## src/hw/rtl/mps_pkg.sv

```systemverilog
`timescale 1ns / 1ps
// Shared types, constants and helpers for the marker persistence selector.
// No dependencies; imported by every module of the block.
package mps_pkg;

  localparam int MAX_IDS   = 1024;
  localparam int MAX_DETS  = 16;
  localparam int HIST_MAX  = 32;
  localparam int QUEUE_DEPTH = 4;

  localparam int ID_W      = 10;
  localparam int AREA_W    = 21;
  localparam int LEN_W     = 6;
  localparam int PCT_W     = 7;
  localparam int CFG_IDX_W = 3;
  localparam int CFG_DATA_W = 10;
  localparam int IDX_W     = $clog2(MAX_IDS);
  localparam int DET_IDX_W = $clog2(MAX_DETS);
  localparam int CNT_W     = $clog2(MAX_DETS + 1);
  localparam int ONES_W    = $clog2(HIST_MAX + 1);
  localparam int PROD_W    = 13;
  localparam int PCT_SCALE = 100;

  // configuration register indexes
  localparam logic [CFG_IDX_W-1:0] CFG_HISTORY_LEN   = 3'd0;
  localparam logic [CFG_IDX_W-1:0] CFG_THRESHOLD_PCT = 3'd1;
  localparam logic [CFG_IDX_W-1:0] CFG_LOCK_ENABLE   = 3'd2;
  localparam logic [CFG_IDX_W-1:0] CFG_LOCK_ID       = 3'd3;
  localparam logic [CFG_IDX_W-1:0] CFG_SIZED_A       = 3'd4;
  localparam logic [CFG_IDX_W-1:0] CFG_SIZED_B       = 3'd5;
  localparam logic [CFG_IDX_W-1:0] CFG_SIZED_C       = 3'd6;
  localparam logic [CFG_IDX_W-1:0] CFG_SIZED_D       = 3'd7;

  localparam logic [LEN_W-1:0] HISTORY_LEN_RESET = 6'd15;

  // one queued word: a detection or an end-of-frame marker
  typedef struct packed {
    logic              eof;
    logic [ID_W-1:0]   id;
    logic [AREA_W-1:0] area;
  } mps_word_t;

  typedef struct packed {
    logic [LEN_W-1:0]         history_len;
    logic [PCT_W-1:0]         threshold_pct;
    logic                     lock_enable;
    logic [ID_W-1:0]          lock_id;
    logic [3:0][ID_W-1:0]     sized_id;
  } mps_cfg_t;

  typedef enum logic [1:0] {
    ST_IDLE,
    ST_SWEEP,
    ST_EVAL,
    ST_DECIDE
  } mps_state_t;

  // window length clamped to the history width
  function automatic logic [LEN_W-1:0] eff_len(input logic [LEN_W-1:0] len);
    logic [LEN_W-1:0] r;
    r = (len > LEN_W'(HIST_MAX)) ? LEN_W'(HIST_MAX) : len;
    return r;
  endfunction

  function automatic logic [HIST_MAX-1:0] win_mask(input logic [LEN_W-1:0] n);
    logic [HIST_MAX-1:0] m;
    for (int k = 0; k < HIST_MAX; k++) begin
      m[k] = (LEN_W'(k) < n);
    end
    return m;
  endfunction

endpackage

```

## src/hw/rtl/mps_front.sv

```systemverilog
`timescale 1ns / 1ps
// Front end: accepts input words, tags end of frame and queues them.
// Depends on mps_pkg.
module mps_front import mps_pkg::*; (
  input  logic              clk,
  input  logic              rst,
  input  logic              in_valid,
  output logic              in_ready,
  input  logic              cmd,
  input  logic [ID_W-1:0]   marker_num,
  input  logic [AREA_W-1:0] marker_area,
  output logic              q_valid,
  output mps_word_t         q_word,
  input  logic              q_pop
);

  localparam int PTR_W = $clog2(QUEUE_DEPTH);

  mps_word_t             fifo [QUEUE_DEPTH];
  logic [PTR_W-1:0]      wr_ptr;
  logic [PTR_W-1:0]      rd_ptr;
  logic [PTR_W:0]        count;
  logic                  push;
  logic                  pop;
  mps_word_t             in_word;

  // classify the incoming word
  always_comb begin
    in_word.eof  = cmd;
    in_word.id   = marker_num;
    in_word.area = marker_area;
  end

  assign in_ready = (count != (PTR_W+1)'(QUEUE_DEPTH));
  assign push     = in_valid && in_ready;
  assign q_valid  = (count != '0);
  assign pop      = q_pop && q_valid;
  assign q_word   = fifo[rd_ptr];

  // queue pointers and fill level
  always_ff @(posedge clk) begin
    if (rst) begin
      wr_ptr <= '0;
      rd_ptr <= '0;
      count  <= '0;
    end else begin
      if (push) wr_ptr <= wr_ptr + 1'b1;
      if (pop)  rd_ptr <= rd_ptr + 1'b1;
      if (push && !pop)      count <= count + 1'b1;
      else if (!push && pop) count <= count - 1'b1;
    end
  end

  // queue storage
  always_ff @(posedge clk) begin
    if (push) fifo[wr_ptr] <= in_word;
  end

endmodule

```

## config.mk

```make
export PLATFORM = sky130hd
export DESIGN_NAME = mps_front
export DESIGN_NICKNAME = d
export VERILOG_FILES = /design/src/hw/rtl/mps_pkg.sv /design/src/hw/rtl/mps_front.sv
export SDC_FILE = /design/constraint.sdc
export NUM_CORES = 1
export LEC_CHECK = 0
export ABC_AREA = 1
export BUFFER_PORTS_ARGS = -buffer_cell sky130_fd_sc_hd__buf_2
export CORE_MARGIN = 2
export CORE_UTILIZATION = 61
export DETAILED_ROUTE_END_ITERATION = 6
export GPL_TIMING_DRIVEN = 0
export PLACE_DENSITY = 0.91
export SLEW_MARGIN = 25
export SYNTH_ARGS = -nofsm -noshare
export SYNTH_HDL_FRONTEND = slang
export SYNTH_SLANG_ARGS = --single-unit
```

## constraint.sdc

```tcl
create_clock -name clk -period 7.9 [get_ports clk]
set_clock_uncertainty 0.15 [all_clocks]
set_input_delay 0.79 -clock clk [delete_from_list [all_inputs] [get_ports clk]]
set_output_delay 0.79 -clock clk [all_outputs]
set_load 0.05 [all_outputs]
```

==> flow_summary.json <==
{
  "status": "completed",
  "rows": 33,
  "p_leak_nw": 2.36,
  "die_area_um2": 9400,
  "routed_wl_um": 10800,
  "die_h_um": 97.0,
  "diodes": 0,
  "grt_max_degree": 23,
  "hold_buffers": 0,
  "routedWlPerCell_um": 18.4,
  "cp.required_ps": 6960,
  "layout.cells.non_filler": 587,
  "clock_latency_ps": 520,
  "hold_depth": 1,
  "layout_common_cells": "edfxtp_1 (128), buf_2 (75), nor2_1 (73)",
  "final_common_cell": "edfxtp_1",
  "dp_cells": 555,
  "drtPass1Iterations": 7,
  "post-cts-setup-buffers": 0,
  "avgSynthCellArea_um2": 14.0,
  "portBuffers": 69,
  "ant_nets": 0,
  "max_slew_margin_pct": 59.3,
  "syn2layout_area_growth_pct": 22.0,
  "clockRootBuffer": "clkbuf_8",
  "cts_tree": "done",
  "via_count": 3427,
  "drt-initial-drc-count": 330,
  "finalMaxSlewViolations": 0,
  "die_w_um": 97.0,
  "fmaxAchievable_mhz": 344,
  "final_nets": 511,
  "ys_seq_area_share_pct": 76.4,
  "power_w": 0.00246,
  "min_path_type": "in2reg",
  "ios": 70,
  "critPathKind": "reg2out",
  "dp_hpwl_um": 6620,
  "cts.reportedPaths.clkPinSlew_ps": 60,
  "antenna_found_initial": 0,
  "route.detailed.drc": 0,
  "cts_resized": 0,
  "met2_usage_pct": 40.7,
  "synth_nets": 419,
  "track_usage_pct": 24.0,
  "top_usage_layer": "met2",
  "met3_usage_pct": 8.24,
  "rr_worst_depth": 9,
  "core_area_um2": 8300,
  "vias_per_cell": 5.84,
  "grt_pass1_vias": 3567,
  "synth_top_area_share_pct": 72.9,
  "grt_pass1_wl_um": 17000,
  "grt.overflow.total": 0,
  "rsz0062_at_grt": "false",
  "drive_gt1_share_pct": 27.8,
  "place.gp.congestion": 0.740,
  "numCtsBuffers": 17,
  "vdd_drop_max_v": 0.000253,
  "finalSetupViolCount": 0,
  "cp-start-kind": "flip-flop",
  "path_max_fanout": 10,
  "hold_viol_final": 0,
  "synth_cell_types": 22,
  "period_needed_ps": 2910,
  "end_kind": "output port",
  "cp_data_arrival_time_ps": 1970,
  "start_util_pct": 63.5,
  "fin_crit_sh_pct": 36.8,
  "setup-tns-final_ps": 0,
  "tightest_slew_ps": 609,
  "synth_area_um2": 5270,
  "ys_top_cells_by_area": "edfxtp_1 (73%), nor2_1 (5.5%), o22ai_1 (3.8%), o21ai_0 (3.5%), dfxtp_1 (3.4%)",
  "syn_inst": 377,
  "h-tree-depth": 4,
  "max-cap-violations": 0,
  "ys_ff_latch": 137,
  "grtUsageMet1_pct": 27.8,
  "clockBufferDepth": 2,
  "power_density_nw_per_um2": 382,
  "yosysTopAreaCell": "edfxtp_1",
  "ys_warn_count": 0,
  "cts.sinks": 137
}
==> flip-flops by register name, indices dropped and copies added, names as in the netlist, named ones only <==
name and flops:
fifo 128, wr_ptr 2, count 3, rd_ptr 2
==> final cells by class <==
| type | count | area, µm² |
|---|---|---|
| Sequential cell | 137 | 4020 |
| Fill cell | 446 | 1870 |
| Multi-Input combinational cell | 205 | 1050 |
| Timing Repair Buffer | 73 | 448 |
| Clock buffer | 17 | 414 |
| Buffer | 19 | 158 |
| Clock inverter | 15 | 138 |
| Tap cell | 105 | 131 |
| Inverter | 16 | 67.6 |
==> path summary, 6_finish.rpt <==
check | from | to | slack, ps
min reg2reg | rd_ptr[0] | rd_ptr[0] | 350
max | flip-flop | q_word[26] | 4990
min | marker_num[2] | fifo[1][23] | 320
max reg2reg | count[1] | count[1] | 5780
==> metrics by stage <==
step / utilization [%] / cell area, µm² / worst slack, ps / hold slack, ps
final: 77.5 / 6430 / 4990 / 323
after global routing: 77.5 / 6430 / 4860 / 304
after CTS: 77.5 / 6430 / 4960 / 317
after detailed placement: 70.8 / 5880 / 5490 / 351
after global placement: 69.2 / 5750 / 4040 / 335
after floorplan: - / 5270 / 5080 / 309
==> kinds of logic (layout without fill, tap and decap cells) <==
kind of cell | count (synthesis) | after routing | synth area share (%)
compound gates | 100 | 100 | 10.3
xor+xnor | 1 | 1 | 0.166
fa+ha+maj | 6 | 6 | 1.57
buf+inv | 35 | 140 | 4.27
flops | 137 | 137 | 76.4
simple gates | 98 | 98 | 7.38
==> where the power goes <==
group / leakage [nW] / switching, W / internal, W
clock network: 0.268 / 0.000305 / 0.000422
logic: 0.846 / 0.000606 / 0.000210
registers: 1.25 / 0.0000294 / 0.000883
total: 2.36 / 0.000941 / 0.00151
==> critical path: stages (launching register included) <==
cell and delay, ps:
dfxtp_1 350, clkbuf_1 390, o21ai_0 180, o22ai_1 230
buf_2 300
==> per-layer routing <==
layer / up-vias / wire length (µm)
li1: 1580 / -
met4: 0 / 133
met3: 21 / 1100
met1: 1625 / 3910
met2: 201 / 5630
met5: - / 0
==> synth_stat cells <==
library cell    n
edfxtp_1      128
nor2_1         77
o21ai_0        37
o22ai_1        32
o21ai_1        28
inv_1          13
nand2_1        11
buf_6           9
dfxtp_1         9
buf_2           6
ha_1            5
nand2_2         4
nand3_1         4
a21oi_1         3
buf_4           3
inv_2           2
clkbuf_1        1
fa_1            1
inv_8           1
nand3b_1        1
nor2_2          1
xor2_1          1
No activity file was read; power rests on OpenSTA's default activity.
